[src/upc_pkg.sv]
// ----------------------------------------------------------------------------
// upc_pkg
// Shared types and constants for the UDP payload signature classifier.
// ----------------------------------------------------------------------------
package upc_pkg;

  localparam int unsigned HeadLen  = 21;
  localparam int unsigned TagFirst = 94;
  localparam int unsigned TagLen   = 8;

  localparam logic [15:0] ServicePortReset = 16'd17788;
  localparam logic [15:0] CountMax         = 16'hffff;
  localparam logic [15:0] PosMax           = 16'hffff;

  // opcode and signature bytes
  localparam logic [7:0] OpA      = 8'h43;
  localparam logic [7:0] OpB      = 8'h44;
  localparam logic [7:0] OpC      = 8'h55;
  localparam logic [7:0] SigB1    = 8'hb1;
  localparam logic [7:0] Sig71    = 8'h71;
  localparam logic [7:0] Sig73    = 8'h73;
  localparam logic [7:0] Sig17    = 8'h17;
  localparam logic [7:0] Sig74    = 8'h74;
  localparam logic [7:0] Sig80    = 8'h80;
  localparam logic [7:0] Sig84    = 8'h84;
  localparam logic [7:0] Sig53    = 8'h53;
  localparam logic [7:0] Sig1b    = 8'h1b;
  localparam logic [7:0] SigA0    = 8'ha0;
  localparam logic [15:0] TagLenMatch = 16'd113;

  // marker expected in the tag window, byte 0 in the lowest slot
  localparam logic [TagLen-1:0][7:0] Marker = {
    8'h6d, 8'h61, 8'h65, 8'h72, 8'h74, 8'h53, 8'h50, 8'h50
  };

  typedef enum logic [1:0] {
    VERDICT_NOT_UDP  = 2'd0,
    VERDICT_DETECTED = 2'd1,
    VERDICT_EXCLUDED = 2'd2
  } verdict_e;

  // one finished packet, as handed to the classifier
  typedef struct packed {
    logic                      is_udp;
    logic [15:0]               src_port;
    logic [15:0]               dst_port;
    logic [15:0]               payload_len;
    logic [HeadLen-1:0][7:0]   head;
    logic [TagLen-1:0][7:0]    tag;
  } pkt_t;

endpackage

[src/upc_classify.sv]
// ----------------------------------------------------------------------------
// upc_classify
// Signature match on one captured packet: port path, then the
// port-independent checks on the leading bytes.
// ----------------------------------------------------------------------------
module upc_classify (
  input  upc_pkg::pkt_t pkt_i,
  input  logic [15:0]   service_port_i,
  output logic          match_o
);
  import upc_pkg::*;

  logic [15:0] len;
  logic [15:0] word;
  logic        gate_ok;
  logic        word_ok;
  logic        hit_a;
  logic        hit_b;
  logic        hit_b1;
  logic        hit_b73;
  logic        hit_b74;
  logic        hit_c1;
  logic        hit_c2;
  logic        port_hit;
  logic        tail_hit;
  logic [HeadLen-1:0][7:0] h;

  always_comb begin
    h    = pkt_i.head;
    len  = pkt_i.payload_len;
    word = {h[1], h[0]};

    gate_ok = (len > 16'd12) &&
              ((pkt_i.src_port == service_port_i) || (pkt_i.dst_port == service_port_i));
    // len is above 12 whenever this matters, so the subtractions cannot wrap
    word_ok = (word == len - 16'd4) || (word == len) || (word == len - 16'd6);

    hit_a = (h[2] == OpA) && (h[5] == 8'hff) && (h[6] == 8'h00) && (h[7] == 8'h01) &&
            (h[14:8] == '0);

    hit_b1 = (h[3] == SigB1) && (h[4] == Sig71) &&
             (h[13] == 8'h00) && (h[14] == 8'h00) && (h[15] == 8'h01) && (h[16] == 8'h00) &&
             (((h[17] >= 8'h02) && (h[17] <= 8'h05) && (h[20:18] == '0)) ||
              ((h[17] == 8'hff) && (h[18] == 8'hff) && (h[19] == 8'hff) &&
               (h[20] == 8'hff)));
    hit_b73 = (h[3] == Sig73) && (h[4] == Sig17) && (h[8:5] == '0) && (h[20:14] == '0);
    hit_b74 = (h[3] == Sig74) && (h[4] == Sig71) && (len == TagLenMatch) &&
              (pkt_i.tag == Marker);
    hit_b   = (h[2] == OpB) && (hit_b1 || hit_b73 || hit_b74);

    hit_c1 = (h[2] == OpC) && (h[13] == Sig1b) && (h[14] == SigA0) && (h[20:15] == '0);
    hit_c2 = (h[2] == OpC) && (h[1] == 8'h00) && (h[8:5] == '0) && (h[20:14] == '0);

    port_hit = word_ok && (hit_a || hit_b || hit_c1 || hit_c2);

    // a 0x80/0x84 second byte settles the answer on its own
    if ((h[1] == Sig80) || (h[1] == Sig84)) begin
      tail_hit = (h[3] == h[4]);
    end else begin
      tail_hit = (h[1] == Sig53) && (h[3] == 8'h00) &&
                 ((h[0] == 8'h08) || (h[0] == 8'h0c));
    end

    match_o = gate_ok && (port_hit || ((len > 16'd17) && tail_hit));
  end

endmodule

[src/udp_payload_signature_classifier.sv]
// ----------------------------------------------------------------------------
// udp_payload_signature_classifier
// Per-packet payload signature classifier with a saturating detection count.
// ----------------------------------------------------------------------------
// Payload bytes stream in one item per cycle with the packet's header fields;
// every cycle can take a new byte while the input is not stalled (see below).
// Bytes 0 to 20 and 94 to 101 are captured. The item marked tlast closes the
// packet: its capture is copied into a packet register, classified by one
// stage of compare logic, and the verdict with the updated detection count is
// loaded into the output register once that register is free. The output
// register and the packet register let the next packet stream in while a
// verdict waits to be taken; input stalls only while both hold a verdict that
// has not been taken. Bytes at or past payload_len are captured as zero.
// service_port is written through the cfg channel, which is always ready.
module udp_payload_signature_classifier (
  input  logic        clk_i,
  input  logic        rst_ni,
  input  logic        cfg_valid_i,
  output logic        cfg_ready_o,
  input  logic [15:0] cfg_data_i,     // service_port
  input  logic        s_axis_tvalid,
  output logic        s_axis_tready,
  // [15:0] src_port, [31:16] dst_port, [47:32] payload_len, [55:48] data_byte
  input  logic [55:0] s_axis_tdata,
  input  logic        s_axis_tuser,   // [0] is_udp
  input  logic        s_axis_tlast,   // last_byte
  output logic        m_axis_tvalid,
  input  logic        m_axis_tready,
  // [1:0] verdict, [17:2] detections, [23:18] zero
  output logic [23:0] m_axis_tdata
);
  import upc_pkg::*;

  logic [15:0]             service_port_q;
  logic [15:0]             pos_q, pos_d;
  logic [HeadLen-1:0][7:0] head_q, head_d;
  logic [TagLen-1:0][7:0]  tag_q, tag_d;
  pkt_t                    snap_q;
  logic                    snap_valid_q;
  logic                    out_valid_q;
  verdict_e                out_verdict_q;
  logic [15:0]             out_count_q;
  logic [15:0]             count_q, count_d;
  verdict_e                verdict_d;

  logic        in_acc;
  logic        out_free;
  logic        snap_adv;
  logic        match;
  logic [15:0] in_len;
  logic [7:0]  in_byte;
  logic [7:0]  cap_byte;
  logic [15:0] tag_off;

  assign cfg_ready_o = 1'b1;

  assign out_free      = !out_valid_q || m_axis_tready;
  assign snap_adv      = snap_valid_q && out_free;
  assign s_axis_tready = !snap_valid_q || out_free;
  assign in_acc        = s_axis_tvalid && s_axis_tready;

  assign in_len   = s_axis_tdata[47:32];
  assign in_byte  = s_axis_tdata[55:48];
  assign cap_byte = (pos_q < in_len) ? in_byte : 8'h00;
  assign tag_off  = pos_q - 16'(TagFirst);

  always_comb begin
    head_d = head_q;
    tag_d  = tag_q;
    if (pos_q < 16'(HeadLen)) begin
      head_d[pos_q[4:0]] = cap_byte;
    end else if ((pos_q >= 16'(TagFirst)) && (pos_q < 16'(TagFirst + TagLen))) begin
      tag_d[tag_off[2:0]] = cap_byte;
    end
    pos_d = (pos_q == PosMax) ? pos_q : pos_q + 16'd1;
  end

  always_ff @(posedge clk_i or negedge rst_ni) begin
    if (!rst_ni) begin
      service_port_q <= ServicePortReset;
    end else if (cfg_valid_i) begin
      service_port_q <= cfg_data_i;
    end
  end

  // capture side
  always_ff @(posedge clk_i or negedge rst_ni) begin
    if (!rst_ni) begin
      pos_q  <= '0;
      head_q <= '0;
      tag_q  <= '0;
    end else if (in_acc) begin
      if (s_axis_tlast) begin
        pos_q  <= '0;
        head_q <= '0;
        tag_q  <= '0;
      end else begin
        pos_q  <= pos_d;
        head_q <= head_d;
        tag_q  <= tag_d;
      end
    end
  end

  // packet register: hold the finished capture until the result stage frees
  always_ff @(posedge clk_i or negedge rst_ni) begin
    if (!rst_ni) begin
      snap_valid_q <= 1'b0;
    end else if (in_acc && s_axis_tlast) begin
      snap_valid_q <= 1'b1;
    end else if (snap_adv) begin
      snap_valid_q <= 1'b0;
    end
  end

  always_ff @(posedge clk_i) begin
    if (in_acc && s_axis_tlast) begin
      snap_q.is_udp      <= s_axis_tuser;
      snap_q.src_port    <= s_axis_tdata[15:0];
      snap_q.dst_port    <= s_axis_tdata[31:16];
      snap_q.payload_len <= in_len;
      snap_q.head        <= head_d;
      snap_q.tag         <= tag_d;
    end
  end

  upc_classify u_classify (
    .pkt_i          (snap_q),
    .service_port_i (service_port_q),
    .match_o        (match)
  );

  always_comb begin
    count_d = count_q;
    if (!snap_q.is_udp) begin
      verdict_d = VERDICT_NOT_UDP;
    end else if (match) begin
      verdict_d = VERDICT_DETECTED;
      if (count_q != CountMax) begin
        count_d = count_q + 16'd1;
      end
    end else begin
      verdict_d = VERDICT_EXCLUDED;
    end
  end

  // result stage
  always_ff @(posedge clk_i or negedge rst_ni) begin
    if (!rst_ni) begin
      out_valid_q <= 1'b0;
      count_q     <= '0;
    end else begin
      if (snap_adv) begin
        out_valid_q <= 1'b1;
        count_q     <= count_d;
      end else if (m_axis_tready) begin
        out_valid_q <= 1'b0;
      end
    end
  end

  always_ff @(posedge clk_i) begin
    if (snap_adv) begin
      out_verdict_q <= verdict_d;
      out_count_q   <= count_d;
    end
  end

  assign m_axis_tvalid = out_valid_q;
  assign m_axis_tdata  = {6'd0, out_count_q, out_verdict_q};

endmodule

[config.mk]
export PLATFORM = sky130hd
export DESIGN_NAME = udp_payload_signature_classifier
export DESIGN_NICKNAME = d
export VERILOG_FILES = /design/src/upc_pkg.sv /design/src/upc_classify.sv /design/src/udp_payload_signature_classifier.sv
export SDC_FILE = /design/constraint.sdc
export NUM_CORES = 1
export LEC_CHECK = 0
export ABC_CLOCK_PERIOD_IN_PS = 16000
export BUFFER_PORTS_ARGS = -buffer_cell sky130_fd_sc_hd__buf_2
export CELL_PAD_IN_SITES_DETAIL_PLACEMENT = 1
export CELL_PAD_IN_SITES_GLOBAL_PLACEMENT = 1
export CORE_MARGIN = 2
export CORE_UTILIZATION = 41
export CTS_CLUSTER_DIAMETER = 120
export DETAILED_ROUTE_END_ITERATION = 7
export PLACE_DENSITY_LB_ADDON = 0.1
export SLEW_MARGIN = 20
export SYNTH_ARGS = -nofsm -noshare
export SYNTH_HDL_FRONTEND = slang
export SYNTH_SLANG_ARGS = --single-unit
export TNS_END_PERCENT = 20
[constraint.sdc]
create_clock -name clk_i -period 16 [get_ports clk_i]
set_input_delay 0.8 -clock clk_i [delete_from_list [all_inputs] [get_ports clk_i]]
set_output_delay 0.8 -clock clk_i [all_outputs]
set_load 0.05 [all_outputs]
Yosys cells after proc, flatten, opt, wreduce, memory -nomap -nowiden
Cells that the tools add are included.

Muxes and demuxes: 23. Add/sub/neg operators: 5. Magnitude comparators: 12. Equal/unequal tests: 33. Reduce and logical (&&, ||, !) cells: 70.

Operator list (number): $mux W168 (2); $mux W64 (3); $bwmux W168 (1); $logic_not A56 Y1 (2); $eq A16 B16 Y1 (5); $mux W16 (5); $eq A8 B8 Y1 const B (9); $bwmux W64 (1); $eq A64 B63 Y1 const B (1); $eq A8 B7 Y1 const B (7); $logic_not A48 Y1 (1); $logic_not A8 Y1 (6); $demux W8 S5 (1); $logic_and A1 B1 Y1 (40); $add A16 B1 Y16 const B (2); $logic_not A32 Y1 (1); $sub A16 B3 Y16 const B (2); $demux W8 S3 (1); $logic_not A24 Y1 (1); $mux W8 (3); $eq A16 B16 Y1 const B (1); $eq A16 B7 Y1 const B (1); $eq A8 B1 Y1 const B (2); $eq A8 B4 Y1 const B (2); 23 further kinds (43).

Output and inout port bits: 27. Word-level logic and storage cells: 212. Bits of input ports: 79. Register bits: 581.

Depth between registers and ports, before layout
Gate-level depths: netlist of the first run.

Depth after elaboration: 18. Mapped depth: 14. Mapped depth without buffers: 10.

Hierarchy
A second synthesis of the first run with hierarchy kept.

Cells, all modules: 2212. Area total of the unflattened synthesis: 26125.1 um2.

Modules (own cells, without submodules): udp_payload_signature_classifier (cells an instance 1873, area an instance 23827.9 um2, sequential area each 16045.4 um2, instances 1); upc_classify (cells an instance 339, area an instance 2297.2 um2, sequential area each 0.0 um2, instances 1).

Least setup slack after synthesis of the first run
Ideal clock, no wire load.

Kind: in2reg. Start: input port m_axis_tready. End: register snap_q[0] (netlist name), enable pin. Required time: 15.246 ns. Path slack: 5.497 ns. Path buffers: 2. Library setup time: 0.754 ns. Arrival: 9.748 ns. Stages: 6. Cell sequence: nand3b_1 -> and2_0 -> clkbuf_1 -> nand2_1 -> inv_1 -> clkbuf_1.

Cells in the longest elaborated chain, start to end: 4.

RTL lines: from (decl) (line udp_payload_signature_classifier.sv:28) `input logic m_axis_tready,`; $logic_or A1 B1 Y1 (line udp_payload_signature_classifier.sv:57) `assign out_free = !out_valid_q || m_axis_tready;`; $logic_or A1 B1 Y1 (line udp_payload_signature_classifier.sv:59) `assign s_axis_tready = !snap_valid_q || out_free;`; $logic_and A1 B1 Y1 (line udp_payload_signature_classifier.sv:60) `assign in_acc = s_axis_tvalid && s_axis_tready;`; $logic_and A1 B1 Y1 (line udp_payload_signature_classifier.sv:117) `if (in_acc && s_axis_tlast) begin`; to (decl) (line udp_payload_signature_classifier.sv:38) `pkt_t snap_q;`.

Every way passes these cells. A chain may end at the register's enable or synchronous reset.

Worst setup path in the final report of the first run
Start: register snap_q[131] (netlist name). End: register out_count_q[14], data pin.

Cells in the longest elaborated chain, start to end: 14. Elaborated cells between the ends (all ways): 18. Those cells by class: mux (2); reduce/logical (16).

RTL lines: $logic_not A32 Y1 (line upc_classify.sv:46, upc_classify.sv:52); $logic_and A1 B1 Y1 (2 in a row) (line upc_classify.sv:46) `hit_b73 = (h[3] == Sig73) && (h[4] == Sig17) && (h[8:5] == '0) && (h[20:14] == '0);`; $logic_or A1 B1 Y1 (2 in a row) (line upc_classify.sv:49) `hit_b = (h[2] == OpB) && (hit_b1 || hit_b73 || hit_b74);`; $logic_and A1 B1 Y1 (line upc_classify.sv:49); $logic_or A1 B1 Y1 (2 in a row) (line upc_classify.sv:54) `port_hit = word_ok && (hit_a || hit_b || hit_c1 || hit_c2);`; $logic_or A1 B1 Y1 * (line upc_classify.sv:54); $logic_and A1 B1 Y1 * (line upc_classify.sv:54); $logic_or A1 B1 Y1 * (line upc_classify.sv:64) `match_o = gate_ok && (port_hit || ((len > 16'd17) && tail_hit));`; $logic_and A1 B1 Y1 * (line upc_classify.sv:64); $mux W16 * (line udp_payload_signature_classifier.sv:137) `end else if (match) begin`; $mux W16 * (line udp_payload_signature_classifier.sv:135) `if (!snap_q.is_udp) begin`; net count_d[14] (line udp_payload_signature_classifier.sv:43) `logic [15:0] count_q, count_d;`; to (signal assigned) (line udp_payload_signature_classifier.sv:165) `out_count_q <= count_d;`; to (decl) (line udp_payload_signature_classifier.sv:42) `logic [15:0] out_count_q;`.

The timed path passes the listed nets; every way through them passes the cells marked *.

==> results of run 1 <==
[area by class of cell]
type	count	area (um^2)	area share, %
timing repair buffer	123	708	2.36
multi-input combinational	1535	9840	32.7
tap	855	1070	3.56
antenna	3	7.51	0.0250
clock inverter	22	262	0.871
clock buffer	101	1940	6.46
sequential	581	16000	53.4
inverter	43	169	0.562
[metrics by stage]
step           std cells  utilization, %  worst slack (ns)  instance area [um^2]  power [mW]
6_report            3263            46.8             11.76                 30000        3.48
5_1_grt             3263            46.8             11.64                 30000        3.61
4_1_cts             3260            46.7             11.69                 30000        3.52
3_5_place_dp        3137            43.3             11.23                 27800        1.97
3_3_place_gp        3137            43.3             11.33                 27800        1.96
2_1_floorplan       2322               -              5.50                 26600        1.86
[cells in the final DEF, fill, tap and decap left out, drive strengths merged, types with 5 or more instances in the layout]
cell type	Yosys	layout
dfrtp	274	274
nor2	72	72
nor3b	8	8
clkinv	1	14
xor2	72	72
a32o	168	168
o31ai	74	74
mux2	24	24
nor4	74	74
dfstp	8	8
and2	17	17
ha	25	25
nand2	369	369
o21ai	273	273
conb	2	7
a21oi	16	16
nor4bb	10	10
or4b	5	5
xnor2	34	34
a21o	8	8
edfxtp	299	299
nand3	47	47
clkbuf	134	101
buf	29	123
inv	42	44
nor2b	7	7
bufinv	0	6
nand4b	9	9
and3	20	20
or3	14	14
nor3	38	38
nor4b	12	12
nand4	60	60
nand2b	8	8
a21bo	7	7
or4	11	11
[sequential cells by signal, indices dropped and copies added, names as in the netlist]
| signal | flops |
|---|---|
| head_q | 168 |
| pos_q | 16 |
| snap_valid_q | 1 |
| count_q | 16 |
| service_port_q | 16 |
| snap_q | 281 |
| out_verdict_q | 2 |
| out_count_q | 16 |
| tag_q | 64 |
| m_axis_tvalid | 1 |
[power by group]
group	internal, mW	switching [mW]	leakage [nW]
clock	0.935	0.611	1.07
sequential	1.64	0.0446	6.75
combinational	0.0674	0.187	3.56
total	2.64	0.843	11.4
[synthesized netlist by cell type, types with 11 or more instances]
library cell,instances
and2_1,16
nor2_1,72
nor3_1,37
or3_1,14
and3_1,20
nand2_1,369
xor2_1,72
nand4_1,60
mux2_2,23
o21ai_1,26
clkbuf_1,134
ha_1,25
a21oi_1,14
o21ai_0,247
dfrtp_1,274
nor4_1,68
a32o_1,168
inv_1,42
buf_2,11
nand3_1,47
edfxtp_1,299
xnor2_1,34
o31ai_1,73
[critical path: cells and delay by family, from the launching register on]
kind | cells | cell delay [ns]
simple gates | 5 | 2.16
mux | 1 | 0.36
buf+inv | 1 | 0.25
flops | 1 | 0.37
compound gates | 2 | 0.81
[kinds of logic after synthesis]
| kind of cell | after synthesis |
|---|---|
| AOI/OAI and AO/OA | 581 |
| DFF | 581 |
| xor gates and xnor gates | 106 |
| muxes | 24 |
| buffers and inverters | 206 |
| and+or+nand+nor | 792 |
| adders and majority gates | 25 |
| other | 2 |
[per-layer routing]
| layer | GRT usage [%] | up-vias |
|---|---|---|
| met1 | 33.7 | 10100 |
| met2 | 41.6 | 474 |
| li1 | - | 8819 |
| met5 | 0 | - |
| met4 | 7.29 | 0 |
| met3 | 3.33 | 126 |
[path summary, 6_finish.rpt]
kind	from	endpoint	slack, ns	cells after the start
setup / recovery	snap_q[131]	out_count_q[14]	11.76	9
min in group clk_i	s_axis_tdata[25]	snap_q[257]	0.38	1
hold reg to reg	tag_q[45]	tag_q[45]	0.48	2
hold / removal	rst_ni	service_port_q[1]	0.16	1
max in group asynchronous	rst_ni	head_q[71]	13.56	3
setup reg to reg	snap_q[131]	out_count_q[14]	11.76	9
==> impl_metrics.csv, run 1 <==
group,metric,value,unit
run_status,outcome,"finished clean",
drt,wl_met3,3870,um
floorplan,rows,93,
clocking,cts_hold_buf,0,
sta,fin_skew,0.0202,ns
logic_synthesis,ys_types,76,
grt,grt_usage,24.8,%
clocking,cts_setup_buffers,0,
sta,finalCritPeriodShare,26.5,%
logic_synthesis,syn-cell-area,26600,um^2
drt,drtPass1Iterations,5,
clocking,cts.path.max_buffers,3,
logic_synthesis,synth_top_family_by_area,"compound AO/OA/AOI/OAI gates",
logic_synthesis,synth_edf_count,299,
sta,tightest_slew,1.14,ns
setup_path,cp_data_required_time,16.34,ns
grt,grt_start_max_net_pins,189,
logic_synthesis,async_flop_share,48.5,%
drt,wl,83300,um
logic_synthesis,yosysWarnings,0,
layout,fin_nets,2456,
clocking,insertion_delay,0.60,ns
logic_synthesis,synthXorXnorAreaFrac,3.49,%
placement,place_congestion,0.843,
sta,finalSetupTns,0,ns
sta,hold_viol,0,
setup_path,startpoint_type,"flip-flop",
clocking,cts_resized,0,
clocking,cts_tree,"built",
floorplan,die_w,259,um
power_and_ir_drop,p_leak,11.4,nW
grt,grt_remaining_overflow,0,
floorplan,die_h,259,um
sta,slew_headroom,24.3,%
clocking,cts_made_buffers,68,
logic_synthesis,ys_top_cells_by_area,"edfxtp_1, dfrtp_1, a32o_1",
sta,finalCriticalPeriod,4.24,ns
sta,fmax,0.236,GHz
power_and_ir_drop,power.density,116,nW/um^2
logic_synthesis,synth_compound_area_share,15.6,%
drt,first_iter_violations,1733,
drt,wl_per_cell,25.5,um
setup_path,cp_max_fo,27,
setup_path,crit_type,"flip-flop to flip-flop",
layout,fillers,6788,
floorplan,initial_core_util,41.4,%
drt,avgViaCountPerCell,5.99,
grt,antenna_found_initial,3,
logic_synthesis,ys_seq_area_share,60.4,%
clocking,cts_root_buffer,"clkbuf_16",
clocking,clock_sinks,581,
hold_path,hp-class,"primary input to async pin",
setup_path,critPathArrivalTime,4.58,ns
floorplan,fp.dieArea,66900,um^2
sta,rsz0062_at_grt,"false",
drt,num_vias,19600,
grt,grt_pass1_wl,126000,um
drt,postRouteAntennaNets,0,
logic_synthesis,yosys.area_share.simple,15.1,%
floorplan,pin_count,106,
floorplan,core-area,64200,um^2
drt,drc_errors,0,
logic_synthesis,synthFlopType,"edfxtp_1",
clocking,htreeDepth,3,
logic_synthesis,synthMuxAreaShare,1.02,%
logic_synthesis,yosys.area.top_type,"edfxtp_1",
drt,route.met2.wl,40300,um
logic_synthesis,syn_avg_cell_area,11.5,um^2
grt,grt_pass1_vias,20100,
drt,wl_met1,37300,um
sta,drv_slew,0,
drt,routed.top_layer,"met4",
logic_synthesis,syn_inst,2317,
setup_path,crit_path_top_delay_cell,"nor4_1",
logic_synthesis,synthAdderAreaFrac,1.18,%
power_and_ir_drop,ir_drop,0.0000702,V
clocking,clk_pin_slew,0.06,ns
logic_synthesis,synth_seq_cells,581,
layout,drive_above_1_share,12.0,%
setup_path,critPathCaptureType,"flip-flop",
sta,finalSetupViolCount,0,
layout,syn2layout_area_growth,13.0,%
job,cap_viol_max_count,0,
setup_path,critPathMaxStageDelay,0.91,ns
setup_path,crit_top_cell,"nor4_1",
sta,holdWs,0.160,ns
placement,hpwl,51200,um
placement,portBuffers,98,
setup_path,cp_cell_sequence,"nor4_1 > nand4_1 > nor4_1 > a21oi_1 > o221ai_1 > nor2_2 > buf_4 > nor4b_2 > mux2_2",
logic_synthesis,synth_top_area_share,33.8,%
Power figures use the tool's default switching activity.
==> run 2, diff against run 1 <==
ABC_CLOCK_PERIOD_IN_PS = 3600   (was 16000)
clock period = 3.6 ns   (was 16 ns; I/O delays follow)
==> run 2 against run 1 <==
Non-clock buffer count rose by 191. Clock power increased to 4.4 times the previous value. Clock-buffer cell count fell by 5. Sequential power grew to 4.4 times the previous value. Global-route usage rose by 1.2 points. Largest power group unchanged. Critical path depth fell by 1. Routed wire length increased by 4.1%. Critical path type unchanged.
==> impl_metrics.csv, run 2 (synthesis results as in run 1) <==
group,metric,value,unit
run_status,outcome,"finished clean",
power_and_ir_drop,switching_share,24.7,%
power_and_ir_drop,p_seq_share,47.6,%
drt,wl_per_cell,25.1,um
power_and_ir_drop,power.density,490,nW/um^2
grt,grt_remaining_overflow,0,
power_and_ir_drop,p_leak,12.3,nW
layout,fin_nets,2646,
clocking,cts.path.max_buffers,3,
setup_path,critPathArrivalTime,3.80,ns
drt,avgViaCountPerCell,5.93,
clocking,clk_pin_slew,0.06,ns
hold_path,hp-class,"primary input to flip-flop",
floorplan,die_h,259,um
setup_path,startpoint_type,"flip-flop",
grt,grt_pass1_wl,131000,um
setup_path,rr_worst_depth,8,
grt,grt_pass1_vias,21200,
sta,finalSetupTns,0,ns
sta,finalCriticalPeriod,3.46,ns
clocking,cts_root_buffer,"clkbuf_16",
sta,slew_headroom,25.0,%
setup_path,critPathCaptureType,"flip-flop",
placement,portBuffers,98,
layout,syn2layout_area_growth,20.0,%
drt,first_iter_violations,1782,
setup_path,crit_type,"flip-flop to flip-flop",
drt,wl,86700,um
layout,top_register,"snap_q",
setup_path,cp_data_required_time,3.95,ns
clocking,insertion_delay,0.62,ns
power_and_ir_drop,p_int,11.8,mW
power_and_ir_drop,p_total,15.6,mW
floorplan,rows,93,
placement,place_congestion,0.857,
power_and_ir_drop,clockPowerShare,43.9,%
clocking,htreeDepth,3,
grt,grt_start_max_net_pins,87,
clocking,cts_tree,"built",
sta,hold_viol,0,
layout,multi_input_area,9880,um^2
floorplan,initial_core_util,41.4,%
layout,drive_above_1_share,16.3,%
floorplan,pin_count,106,
layout,largestRegisters,"snap_q x281, head_q x168, tag_q x64",
layout,largest_reg_flops,281,
setup_path,critPathMaxStageDelay,0.71,ns
drt,num_vias,20500,
layout,final_cells,3454,
floorplan,fp.dieArea,66900,um^2
placement,hpwl,56200,um
clocking,clock_sinks,581,
grt,grt_usage,26.0,%
sta,fmax,0.289,GHz
clocking,cts_made_buffers,67,
grt,antenna_found_initial,2,
sta,finalSetupViolCount,0,
floorplan,core-area,64200,um^2
placement,dp_cells,3259,
layout,layout_common_cells,"nand2_1, edfxtp_1, dfrtp_1, o21ai_0, a32o_1",
drt,drtPass1Iterations,5,
layout,fillers,6841,
drt,drc_errors,0,
sta,finalCritPeriodShare,96.0,%
hold_path,hold_depth,2,
setup_path,cp_cell_sequence,"or4b_2 > nor4_1 > o21ai_0 > a21boi_0 > a221oi_4 > buf_12 > nor4b_2 > mux2_2",
layout,final_common_cell,"nand2_1",
power_and_ir_drop,switchingPower,3.86,mW
setup_path,crit_path_top_delay_cell,"or4b_2",
sta,holdWs,0.130,ns
setup_path,cp_max_fo,29,
sta,fin_skew,0.0315,ns
layout,seqCellArea,16000,um^2
placement,pre_cts_ws,0.0510,ns
drt,postRouteAntennaNets,0,
power_and_ir_drop,ir_drop,0.000308,V
floorplan,die_w,259,um
power_and_ir_drop,p_comb_share,8.5,%
job,cap_viol_max_count,0,
sta,tightest_slew,1.13,ns
sta,worst_slack,0.143,ns
sta,drv_slew,0,
==> run 2: cell types whose count changed in the layout (fill, tap and decap cells not counted), sizes merged, moves of 5 or more <==
cell         previous run  this run
clkinv                 14        19
clkbuf                101        96
dlygate4sd3             0        67
buf                   123       247
==> run 2: metal layers <==
layer	track usage [%]	up-vias	part of all wire, %
met1	35.9	10600	45
met4	8.17	0	2.5
met3	4.01	130	5.0
li1	-	9222	-
met2	42.4	513	48
met5	0	-	0
==> run 2: layout make-up <==
type | instances | share of cell area (%)
Sequential cell | 581 | 50.3
Tap cell | 855 | 3.35
Inverter | 43 | 0.530
Multi-Input combinational cell | 1535 | 31.0
Clock inverter | 28 | 0.926
Timing Repair Buffer | 314 | 7.89
Antenna cell | 2 | 0.0157
Clock buffer | 96 | 5.98
==> run 2: timing repair <==
item                       4_1_cts  5_1_grt
hold endpoints to repair       141        0
hold buffers                    67        0
buffers inserted                 0        2
setup endpoints to repair        2       10
pin swaps                        0        0
resized for setup                1        8
==> run 2: worst max-delay path, delay by kind of cell, from the launching register on <==
kind | cells | cell delay (ns)
AO/OA/AOI/OAI | 3 | 0.78
buffers and inverters | 1 | 0.19
flip-flops | 1 | 0.50
multiplexers | 1 | 0.36
AND/OR/NAND/NOR | 3 | 1.38
==> run 2: stage by stage <==
step,instance area [um^2],utilization (%)
CTS,31800,49.6
global placement,28900,45.1
global route,31900,49.6
finish,31900,49.6
detailed placement,28900,45.1
floorplan,26600,-
==> run 2: worst paths after layout <==
check / from / to / slack [ns]
max in group asynchronous: rst_ni / head_q[20] / 2.46
hold / removal: cfg_valid_i / service_port_q[12] / 0.13
setup reg to reg: snap_q[88] / out_count_q[14] / 0.14
hold reg to reg: tag_q[62] / tag_q[62] / 0.48
min in group asynchronous: rst_ni / service_port_q[13] / 0.21
setup / recovery: snap_q[88] / out_count_q[14] / 0.14
==> run 2: power groups by stage <==
stage	combinational, mW	sequential (mW)	clock (mW)
finish	1.33	7.44	6.86
global placement	1.24	7.56	0
CTS	1.33	7.44	7.00
detailed placement	1.26	7.57	0
global route	1.44	7.47	7.25
floorplan	0.636	7.56	0
